**src/rtl/lec_pkg.sv**
```systemverilog
package lec_pkg;

  localparam logic [7:0] NEWLINE_CHAR    = 8'd10;
  localparam logic [7:0] ESC_CHAR        = 8'h51;
  localparam logic [7:0] DIGIT_BASE      = 8'h61;
  localparam logic [7:0] DIGIT_LAST      = 8'h70;
  localparam logic [7:0] MIN_ENC_WIDTH   = 8'd3;
  localparam logic [7:0] LINE_WIDTH_RST  = 8'd80;
  localparam logic       DECODING_RST    = 1'b0;
  localparam int         MAX_RESULTS     = 4;

  typedef enum logic {
    CFG_DECODING   = 1'b0,
    CFG_LINE_WIDTH = 1'b1
  } cfg_reg_t;

  typedef struct packed {
    logic       decoding;
    logic [7:0] line_width;
  } lec_cfg_t;

  // All results caused by one item, produced in a single pass.
  typedef struct packed {
    logic [2:0]                   count;
    logic                         error;
    logic [MAX_RESULTS-1:0][7:0]  bytes;
  } lec_res_t;

endpackage

```
**src/rtl/lec_core.sv**
```systemverilog
module lec_core (
  input  logic              clk,
  input  logic              rst_n,
  input  logic              step,
  input  logic [7:0]        data_byte,
  input  logic              end_of_stream,
  input  lec_pkg::lec_cfg_t cfg,
  output lec_pkg::lec_res_t res
);
  import lec_pkg::*;

  typedef struct packed {
    logic [7:0] column_count;
    logic       any_output;
    logic [1:0] escape_phase;
    logic [3:0] high_nibble;
    logic       error_seen;
  } lec_state_t;

  lec_state_t      state_r;
  lec_state_t      state_nxt;
  logic [2:0][7:0] chars;
  logic [1:0]      nchars;
  logic [7:0]      width;
  logic [7:0]      col;
  logic [2:0]      n;
  logic [7:0]      digit;
  logic            err;
  logic            is_letter;
  logic            is_digit;

  assign is_letter = (data_byte >= 8'h41 && data_byte <= 8'h5A) ||
                     (data_byte >= 8'h61 && data_byte <= 8'h7A);
  assign is_digit  = (data_byte >= DIGIT_BASE) && (data_byte <= DIGIT_LAST);
  assign digit     = data_byte - DIGIT_BASE;

  always_comb begin
    state_nxt = state_r;
    res       = '0;
    chars     = '0;
    nchars    = 2'd0;
    err       = 1'b0;
    width     = cfg.line_width;
    col       = 8'd0;
    n         = 3'd0;

    if (state_r.error_seen) begin
      err = 1'b1;
    end else if (end_of_stream) begin
      if (cfg.decoding &&
          (state_r.escape_phase == 2'd1 || state_r.escape_phase == 2'd2)) begin
        err = 1'b1;
      end else begin
        if (state_r.any_output) begin
          res.count    = 3'd1;
          res.bytes[0] = NEWLINE_CHAR;
        end
        state_nxt.column_count = 8'd0;
        state_nxt.any_output   = 1'b0;
        state_nxt.escape_phase = 2'd0;
        state_nxt.high_nibble  = 4'd0;
      end
    end else if (data_byte[7]) begin
      err = 1'b1;
    end else if (!cfg.decoding) begin
      if (width < MIN_ENC_WIDTH) begin
        width = MIN_ENC_WIDTH;
      end
      if (data_byte == ESC_CHAR) begin
        chars[0] = ESC_CHAR;
        chars[1] = ESC_CHAR;
        nchars   = 2'd2;
      end else if (is_letter) begin
        chars[0] = data_byte;
        nchars   = 2'd1;
      end else begin
        chars[0] = ESC_CHAR;
        chars[1] = DIGIT_BASE + {4'd0, data_byte[7:4]};
        chars[2] = DIGIT_BASE + {4'd0, data_byte[3:0]};
        nchars   = 2'd3;
      end
    end else if (is_letter) begin
      if (state_r.escape_phase == 2'd1) begin
        if (data_byte == ESC_CHAR) begin
          state_nxt.escape_phase = 2'd0;
          chars[0] = ESC_CHAR;
          nchars   = 2'd1;
        end else if (is_digit) begin
          state_nxt.high_nibble  = digit[3:0];
          state_nxt.escape_phase = 2'd2;
        end else begin
          err = 1'b1;
        end
      end else if (state_r.escape_phase == 2'd2) begin
        if (!is_digit) begin
          err = 1'b1;
        end else begin
          state_nxt.escape_phase = 2'd0;
          state_nxt.high_nibble  = 4'd0;
          chars[0] = {state_r.high_nibble, digit[3:0]};
          nchars   = 2'd1;
        end
      end else if (data_byte == ESC_CHAR) begin
        state_nxt.escape_phase = 2'd1;
      end else begin
        state_nxt.escape_phase = 2'd0;
        chars[0] = data_byte;
        nchars   = 2'd1;
      end
    end

    // Lay the characters out, breaking the line where the column is full.
    col = state_r.column_count;
    for (int i = 0; i < 3; i++) begin
      if (i < int'(nchars)) begin
        if (width != 8'd0 && col >= width) begin
          res.bytes[n[1:0]] = NEWLINE_CHAR;
          n   = n + 3'd1;
          col = 8'd0;
        end
        res.bytes[n[1:0]] = chars[i];
        n = n + 3'd1;
        if (col != 8'hFF) begin
          col = col + 8'd1;
        end
      end
    end
    if (nchars != 2'd0) begin
      res.count              = n;
      state_nxt.column_count = col;
      state_nxt.any_output   = 1'b1;
    end

    if (err) begin
      res                  = '0;
      res.count            = 3'd1;
      res.error            = 1'b1;
      state_nxt            = state_r;
      state_nxt.error_seen = 1'b1;
    end
  end

  always_ff @(posedge clk) begin
    if (!rst_n) begin
      state_r <= '0;
    end else if (step) begin
      state_r <= state_nxt;
    end
  end

endmodule

```
**src/rtl/lec_emit.sv**
```systemverilog
module lec_emit (
  input  logic              clk,
  input  logic              rst_n,
  input  logic              load,
  input  lec_pkg::lec_res_t res,
  output logic              free,
  output logic              out_valid,
  input  logic              out_ready,
  output logic [7:0]        out_byte,
  output logic              out_is_last,
  output logic              out_error_flag
);
  import lec_pkg::*;

  logic [MAX_RESULTS-1:0][7:0] entries_r;
  logic [2:0]                  cnt_r;
  logic [1:0]                  idx_r;
  logic                        err_r;

  assign out_valid      = (cnt_r != 3'd0);
  assign out_byte       = entries_r[idx_r];
  assign out_is_last    = (cnt_r == 3'd1);
  assign out_error_flag = err_r;
  // The buffer can take the next item as its last result leaves.
  assign free           = (cnt_r == 3'd0) || (cnt_r == 3'd1 && out_ready);

  always_ff @(posedge clk) begin
    if (!rst_n) begin
      cnt_r <= 3'd0;
      idx_r <= 2'd0;
    end else if (load) begin
      cnt_r <= res.count;
      idx_r <= 2'd0;
    end else if (out_valid && out_ready) begin
      cnt_r <= cnt_r - 3'd1;
      idx_r <= idx_r + 2'd1;
    end
  end

  always_ff @(posedge clk) begin
    if (load) begin
      entries_r <= res.bytes;
      err_r     <= res.error;
    end
  end

endmodule

```
**src/rtl/letter_escape_codec_top.sv**
```systemverilog
// Channel  Handshake           Payload
// in       in_valid/in_ready   in_data_byte[7:0], in_end_of_stream
// out      out_valid/out_ready out_byte[7:0], out_is_last, out_error_flag
// cfg      cfg_valid/cfg_ready cfg_index, cfg_data[7:0]
//
// An item is registered in the input register and is expanded in one pass into the
// result buffer, which then sends one result per cycle while out_ready is high; an item
// causes from zero to four results.
// Reset (synchronous, rst_n low) empties both registers, clears the stream state and
// loads the default configuration. A stalled output holds the buffer, which in turn holds
// the input register; the input register takes one further item while the buffer sends.
module letter_escape_codec_top (
  input  logic       clk,
  input  logic       rst_n,
  input  logic       in_valid,
  output logic       in_ready,
  input  logic [7:0] in_data_byte,
  input  logic       in_end_of_stream,
  output logic       out_valid,
  input  logic       out_ready,
  output logic [7:0] out_byte,
  output logic       out_is_last,
  output logic       out_error_flag,
  input  logic       cfg_valid,
  output logic       cfg_ready,
  input  logic       cfg_index,
  input  logic [7:0] cfg_data
);
  import lec_pkg::*;

  lec_cfg_t   cfg_r;
  logic       hold_valid_r;
  logic [7:0] hold_byte_r;
  logic       hold_eos_r;
  logic       buf_free;
  logic       load;
  lec_res_t   res;

  assign cfg_ready = 1'b1;
  assign load      = hold_valid_r && buf_free;
  assign in_ready  = !hold_valid_r || buf_free;

  always_ff @(posedge clk) begin
    if (!rst_n) begin
      cfg_r.decoding   <= DECODING_RST;
      cfg_r.line_width <= LINE_WIDTH_RST;
    end else if (cfg_valid) begin
      unique case (cfg_reg_t'(cfg_index))
        CFG_DECODING:   cfg_r.decoding   <= cfg_data[0];
        CFG_LINE_WIDTH: cfg_r.line_width <= cfg_data;
        default:        cfg_r            <= cfg_r;
      endcase
    end
  end

  always_ff @(posedge clk) begin
    if (!rst_n) begin
      hold_valid_r <= 1'b0;
    end else if (in_ready) begin
      hold_valid_r <= in_valid;
    end
  end

  always_ff @(posedge clk) begin
    if (in_valid && in_ready) begin
      hold_byte_r <= in_data_byte;
      hold_eos_r  <= in_end_of_stream;
    end
  end

  lec_core u_core (
    .clk           (clk),
    .rst_n         (rst_n),
    .step          (load),
    .data_byte     (hold_byte_r),
    .end_of_stream (hold_eos_r),
    .cfg           (cfg_r),
    .res           (res)
  );

  lec_emit u_emit (
    .clk            (clk),
    .rst_n          (rst_n),
    .load           (load),
    .res            (res),
    .free           (buf_free),
    .out_valid      (out_valid),
    .out_ready      (out_ready),
    .out_byte       (out_byte),
    .out_is_last    (out_is_last),
    .out_error_flag (out_error_flag)
  );

endmodule
```
**config.mk**
```make
export PLATFORM = sky130hd
export DESIGN_NAME = letter_escape_codec_top
export DESIGN_NICKNAME = d
export VERILOG_FILES = /design/src/rtl/lec_pkg.sv /design/src/rtl/lec_core.sv /design/src/rtl/lec_emit.sv /design/src/rtl/letter_escape_codec_top.sv
export SDC_FILE = /design/constraint.sdc
export NUM_CORES = 1
export LEC_CHECK = 0
export ABC_CLOCK_PERIOD_IN_PS = 9900
export BUFFER_PORTS_ARGS = -buffer_cell sky130_fd_sc_hd__buf_2
export CORE_MARGIN = 4
export CORE_UTILIZATION = 50
export CTS_CLUSTER_DIAMETER = 150
export CTS_CLUSTER_SIZE = 14
export DETAILED_ROUTE_END_ITERATION = 12
export HOLD_SLACK_MARGIN = 0.03
export PLACE_DENSITY = 0.7
export SYNTH_ARGS = -nofsm -noshare
export SYNTH_HDL_FRONTEND = slang
export SYNTH_HIERARCHICAL = 1
export SYNTH_SLANG_ARGS = --single-unit
```
**constraint.sdc**
```tcl
create_clock -name clk -period 9.9 [get_ports clk]
set_input_delay 1.98 -clock clk [delete_from_list [all_inputs] [get_ports clk]]
set_output_delay 1.98 -clock clk [all_outputs]
set_load 0.01 [all_outputs]
```
==> results.py, run 1 <==
metrics = {
    "placed_design": {
        "place_hpwl_mm": 13.6,
        "dpl_cell_area_sq_mm": 0.00664,
        "place.gp.congestion": 1.01,
        "io_buffers": 34,
    },
    "yosys": {
        "netlist_area_sq_mm": 0.00636,
        "yosysSeqAreaShare": 0.296,
        "yosysTopAreaCell": "edfxtp_1",
        "async_flop_share": 0,
        "yosysWarnings": 6,
        "synth-edff-count": 42,
        "synth.ff_latch_count": 73,
        "synth_top_area_share": 0.198,
        "avgSynthCellArea_sq_um": 8.54,
        "ys.flop_type": "edfxtp_1",
        "synth_cell_types": 91,
        "syn_inst": 745,
        "synth_area_leaders": "edfxtp_1, ha_1, dfxtp_1",
    },
    "floorplan": {
        "num_rows": 40,
        "die_w_um": 121,
        "start_util": 0.521,
        "die_y_um": 121,
        "num_io_pins": 36,
        "coreArea_sq_mm": 0.0122,
        "die_area_sq_mm": 0.0146,
    },
    "setup_path": {
        "worst_r2r_endpoint": "u_core/state_r[8]$_SDFFE_PN0P_",
        "crit_path_frequent_cell": "ha_1",
        "cpPeakStageDelay_ns": 0.49,
        "cpMaxStageDelayCell": "edfxtp_1",
        "required_ns": 10.13,
        "crit_buf_inv": 3,
        "critical_path_class": "reg -> reg",
        "crit_fanout": 22,
        "reg2reg_slack_ns": 0.69,
        "rr_worst_depth": 41,
        "startpoint_type": "register",
        "endpoint_kind": "register",
        "timing.rr.start": "hold_eos_r$_DFFE_PP_",
        "critPathArrivalTime_ns": 9.44,
        "cp.depth": 41,
        "critPathTopFamily": "compound AO/OA/AOI/OAI gates",
    },
    "drt": {
        "route.vias.total": 5930,
        "drc": 0,
        "drtAntennaViolNets": 0,
        "firstDrtPassIters": 5,
        "routed_wl_mm": 17.8,
        "post_drt_wl_per_cell_um": 19.0,
        "drt-initial-drc-count": 598,
        "viasPerCell": 6.33,
    },
    "global_route": {
        "grtUsageTotal": 0.247,
        "grt.overflow.total": 0,
        "grt_pass1_wl_mm": 28.6,
        "grt_max_degree": 40,
        "antenna_found_initial": 0,
        "grt_pass1_vias": 5586,
    },
    "sta": {
        "fin_crit_sh": 0.930,
        "fin_setup_tns_ns": 0,
        "setup_viol": 0,
        "fin_worst_hold_slack_ns": 0.462,
        "maxSlewViolCount": 0,
        "rsz0062_at_grt": "no",
        "slew_headroom": 0.312,
        "finalCriticalPeriod_ns": 9.21,
        "fin_skew_ns": 0.0125,
        "fmax_ghz": 0.109,
        "hold_viol_final": 0,
        "worst_slew_pin_slew_ns": 1.03,
    },
    "clocking": {
        "clockBufferDepth": 2,
        "cts.sinks": 73,
        "cts_buffers": 9,
        "cts_tree": "done",
        "path_clk_slew_ns": 0.06,
        "clk_latency_ns": 0.35,
        "clockRootBuffer": "clkbuf_16",
        "htreeDepth": 3,
    },
    "final_layout": {
        "multiInputGateArea_sq_mm": 0.00408,
        "nets": 839,
        "diodes": 0,
        "register_area_sq_mm": 0.00188,
        "mostFrequentLayoutCells": "nand2_1, nor2_1, a21oi_1, ha_1, inv_1",
        "mostFrequentLayoutCell": "nand2_1",
        "area_delta_synth_final_pct": 9.70,
        "design_area_sq_mm": 0.00698,
        "drive_above_1_share": 0.137,
        "n_fill_cell": 1144,
        "utilization": 0.571,
    },
    "worst_hold_path": {
        "min_from": "cfg_r[7]$_SDFFE_PN0P_",
        "holdPathStages": 2,
        "whs_endpoint": "cfg_r[7]$_SDFFE_PN0P_",
        "hold_class": "reg -> reg",
    },
    "pwr": {
        "p_seq_frac": 0.374,
        "p_int_w": 0.000716,
        "swShare": 0.360,
        "power.switching_w": 0.000402,
        "vdd_ir_drop_max_mv": 0.185,
        "pwr-share-comb": 0.328,
        "power_density_mw_per_mm2": 160,
        "p_leak_nw": 2.71,
        "pwr-share-clk": 0.298,
    },
    "run_status": {
        "status": "completed",
    },
    "job": {
        "maxCapViolations": 0,
    },
}
[kinds of logic (layout without fill, tap and decap cells)]
| kind of cell | Yosys count | after routing | synth area share |
|---|---|---|---|
| other | 2 | 3 | 0.00118 |
| muxes | 19 | 19 | 0.0510 |
| DFF | 73 | 73 | 0.296 |
| and+or+nand+nor | 271 | 271 | 0.220 |
| buffers and inverters | 95 | 118 | 0.0689 |
| xor gates and xnor gates | 15 | 15 | 0.0207 |
| adders and majority gates | 52 | 52 | 0.102 |
| AOI/OAI and AO/OA | 218 | 218 | 0.240 |
[worst max-delay path by stage]
stage                                           endpoint                      from
after floorplan            u_emit/entries_r[5]$_DFFE_PP_  hold_byte_r[7]$_DFFE_PP_
after global placement    u_core/state_r[8]$_SDFFE_PN0P_      hold_eos_r$_DFFE_PP_
after detailed placement  u_core/state_r[8]$_SDFFE_PN0P_      hold_eos_r$_DFFE_PP_
after CTS                 u_core/state_r[8]$_SDFFE_PN0P_      hold_eos_r$_DFFE_PP_
after global routing      u_core/state_r[8]$_SDFFE_PN0P_      hold_eos_r$_DFFE_PP_
final                     u_core/state_r[8]$_SDFFE_PN0P_      hold_eos_r$_DFFE_PP_
[power groups by stage]
stage / sequential [W] / combinational (W) / clock [W]
2_1_floorplan: 0.000403 / 0.000267 / 0
3_3_place_gp: 0.000421 / 0.000350 / 0
3_5_place_dp: 0.000425 / 0.000357 / 0
4_1_cts: 0.000418 / 0.000359 / 0.000340
5_1_grt: 0.000425 / 0.000400 / 0.000353
6_report: 0.000418 / 0.000366 / 0.000333
[registers in the layout (all words and copies together), names as in the netlist]
name,count
hold_valid_r,1
u_emit/out_error_flag,1
u_emit/idx_r,2
cfg_r,9
u_core/state_r,16
u_emit/cnt_r,3
hold_eos_r,1
u_emit/entries_r,32
hold_byte_r,8
[worst reg2reg max path, delay by kind of cell (launching register included)]
kind,cells,cell delay (ns)
flops,1,0.49
simple gates,16,2.65
buf+inv,3,0.42
compound gates,14,3.56
fa+ha+maj,6,1.49
mux,2,0.50
[metrics by stage]
step                total power (W)  setup slack, ns  cells
floorplan                  0.000670           0.0116    746
global placement           0.000771            0.692    920
detailed placement         0.000781            0.400    920
CTS                         0.00112            0.386    936
global route                0.00118           0.0443    937
finish                      0.00112            0.693    937
[routing by layer]
| metal | part of all wire | vias up | GRT usage |
|---|---|---|---|
| li1 | - | 2805 | - |
| met1 | 0.44 | 2785 | 0.339 |
| met2 | 0.44 | 301 | 0.380 |
| met3 | 0.091 | 39 | 0.0575 |
| met4 | 0.025 | 0 | 0.0914 |
| met5 | 0 | - | 0 |
[timing repair]
| action | 4_1_cts | 5_1_grt |
|---|---|---|
| gates resized for setup | 0 | 6 |
| hold endpoints to repair | 0 | 0 |
| setup endpoints to repair | 0 | 34 |
| buffers inserted | 0 | 1 |
| hold buffers | 0 | 0 |
[cell type report]
class | instances | share of cell area
multi-input cells | 578 | 0.584
flip-flops and latches | 73 | 0.270
repair buffers | 55 | 0.0470
clock buffers | 9 | 0.0323
well taps | 168 | 0.0301
inverters | 47 | 0.0253
clock inverters | 7 | 0.0111
[cell usage after synthesis, types with 8 or more instances]
cell / number
a31oi_1: 12
o21ai_0: 33
nor2b_1: 11
mux2i_1: 8
o22ai_1: 10
nor3_1: 11
a21boi_0: 8
xnor2_1: 9
and2_1: 12
inv_1: 46
nand3_1: 29
mux4_1: 8
clkbuf_1: 25
dfxtp_1: 31
edfxtp_1: 42
nor2_1: 61
buf_4: 8
ha_1: 52
nand2_1: 78
nand4_1: 12
nand2b_1: 11
a21oi_1: 58
Note: power is estimated with default switching activity, not from simulation.
==> inputs of run 2 (changes only) <==
- CTS_CLUSTER_DIAMETER: 150 -> 50
- PLACE_DENSITY: 0.7 -> unset
- PLACE_DENSITY_LB_ADDON: unset -> 0.15
==> run 2 against run 1 <==
Compared with the run above: power is 1.6% lower; die area stayed put; count of clock-buffer cells in the layout stayed put; clock power is 5% lower; core utilization is 0.25 points higher; critical endpoint unchanged; largest cell class unchanged.
==> results.py, run 2 (synthesized netlist as in run 1, its figures left out) <==
metrics = {
    "sta": {
        "finalCriticalPeriod_ns": 9.20,
        "setup_viol": 0,
        "fin_crit_sh": 0.929,
        "fin_skew_ns": 0.00958,
        "hold_viol_final": 0,
        "fmax_ghz": 0.109,
        "setup_slack_ns": 0.699,
        "maxSlewViolCount": 0,
        "slew_headroom": 0.255,
        "worst_slew_pin_slew_ns": 1.12,
    },
    "setup_path": {
        "critPathTopFamily": "compound AO/OA/AOI/OAI gates",
        "critPathArrivalTime_ns": 9.45,
        "timing.rr.start": "hold_byte_r[7]$_DFFE_PP_",
        "crit_buf_inv": 4,
        "required_ns": 10.14,
        "endpoint_kind": "register",
        "cpPeakStageDelay_ns": 0.46,
        "critical_path_class": "reg -> reg",
        "crit_start": "hold_byte_r[7]$_DFFE_PP_",
        "cpMaxStageDelayCell": "edfxtp_1",
        "startpoint_type": "register",
        "crit_fanout": 16,
    },
    "job": {
        "maxCapViolations": 0,
    },
    "drt": {
        "routed_wl_mm": 18.3,
        "drtAntennaViolNets": 0,
        "viasPerCell": 6.20,
        "drc": 0,
        "post_drt_wl_per_cell_um": 19.4,
        "route.vias.total": 5833,
        "firstDrtPassIters": 5,
        "drt-initial-drc-count": 541,
    },
    "global_route": {
        "grt_util_met2": 0.385,
        "grt-busiest-layer": "met2",
        "antenna_found_initial": 0,
        "grt_pass1_wl_mm": 29.4,
        "grt.overflow.total": 0,
        "grt_max_degree": 40,
        "grtUsageTotal": 0.256,
        "grt_pass1_vias": 5494,
        "grtUsageMet1": 0.364,
        "met3_usage": 0.0711,
    },
    "floorplan": {
        "coreArea_sq_mm": 0.0122,
        "num_rows": 40,
        "die_y_um": 121,
        "num_io_pins": 36,
        "die_area_sq_mm": 0.0146,
        "start_util": 0.521,
        "die_w_um": 121,
    },
    "clocking": {
        "clk_latency_ns": 0.35,
        "clockBufferDepth": 2,
        "cts.sinks": 73,
        "clockRootBuffer": "clkbuf_16",
        "path_clk_slew_ns": 0.06,
        "cts_buffers": 9,
        "htreeDepth": 3,
        "cts_tree": "done",
    },
    "final_layout": {
        "largest_reg_flops": 32,
        "utilization": 0.574,
        "reg_top3": "u_emit/entries_r: 32 flops, u_core/state_r: 16 flops, cfg_r: 9 flops",
        "regMostFlops": "u_emit/entries_r",
        "mostFrequentLayoutCell": "nand2_1",
        "nets": 842,
        "mostFrequentLayoutCells": "nand2_1, nor2_1, a21oi_1, ha_1, inv_1",
        "design_area_sq_mm": 0.00701,
        "drive_above_1_share": 0.140,
        "area_delta_synth_final_pct": 10.2,
    },
    "placed_design": {
        "place.gp.congestion": 0.966,
        "dpl_cell_area_sq_mm": 0.00665,
        "place_hpwl_mm": 14.1,
        "io_buffers": 34,
        "place_ws_ns": 0.339,
    },
    "worst_hold_path": {
        "hold_class": "reg -> reg",
        "min_from": "cfg_r[7]$_SDFFE_PN0P_",
    },
    "run_status": {
        "status": "completed",
    },
    "pwr": {
        "power_density_mw_per_mm2": 157,
        "vdd_ir_drop_max_mv": 0.188,
        "p_leak_nw": 2.72,
        "power_w": 0.00110,
    },
}
==> run 2: area by class of cell <==
| cell class | count | area (sq um) |
|---|---|---|
| antenna | 1 | 2.50 |
| fill | 1193 | 5200 |
| clock inverter | 7 | 62.6 |
| sequential | 73 | 1880 |
| multi-input combinational | 578 | 4100 |
| timing repair buffer | 58 | 350 |
| clock buffer | 9 | 225 |
| tap | 168 | 210 |
| inverter | 47 | 176 |
==> run 2: metrics by stage <==
step	cells	TNS (ns)	hold slack, ns
finish	941	0	0.448
global placement	921	0	0.440
detailed placement	921	0	0.442
global route	940	-0.0601	0.487
CTS	937	0	0.452
floorplan	746	0	0.428
==> run 2: what timing repair did <==
action,in CTS,in global routing
setup endpoints to repair,0,36
hold buffers,0,0
resized for setup,0,7
buffers inserted,0,3
==> run 2: metal layers <==
| layer | part of all wire | wire length [um] |
|---|---|---|
| met5 | 0 | 0 |
| met4 | 0.015 | 272 |
| met3 | 0.083 | 1510 |
| met2 | 0.44 | 7980 |
| met1 | 0.47 | 8530 |
==> run 2: power by group <==
group,switching (W),internal [W],leakage [nW]
combinational,0.000227,0.000137,1.92
sequential,0.0000379,0.000381,0.654
clock,0.000141,0.000174,0.139
==> run 2: path summary, 6_finish.rpt <==
check | endpoint | slack, ns | cells after the start
min | cfg_r[7]$_SDFFE_PN0P_ | 0.45 | 2
max | u_core/state_r[8]$_SDFFE_PN0P_ | 0.70 | 42
min reg2reg | cfg_r[7]$_SDFFE_PN0P_ | 0.45 | 2
max reg2reg | u_core/state_r[8]$_SDFFE_PN0P_ | 0.70 | 42
==> run 2: worst register-to-register path: cells and delay by family (launching register included) <==
family | cells | cell delay, ns
compound gates | 13 | 3.14
xor+xnor | 1 | 0.21
fa+ha+maj | 6 | 1.47
buf+inv | 4 | 0.60
flops | 1 | 0.46
mux | 2 | 0.50
simple gates | 16 | 2.73
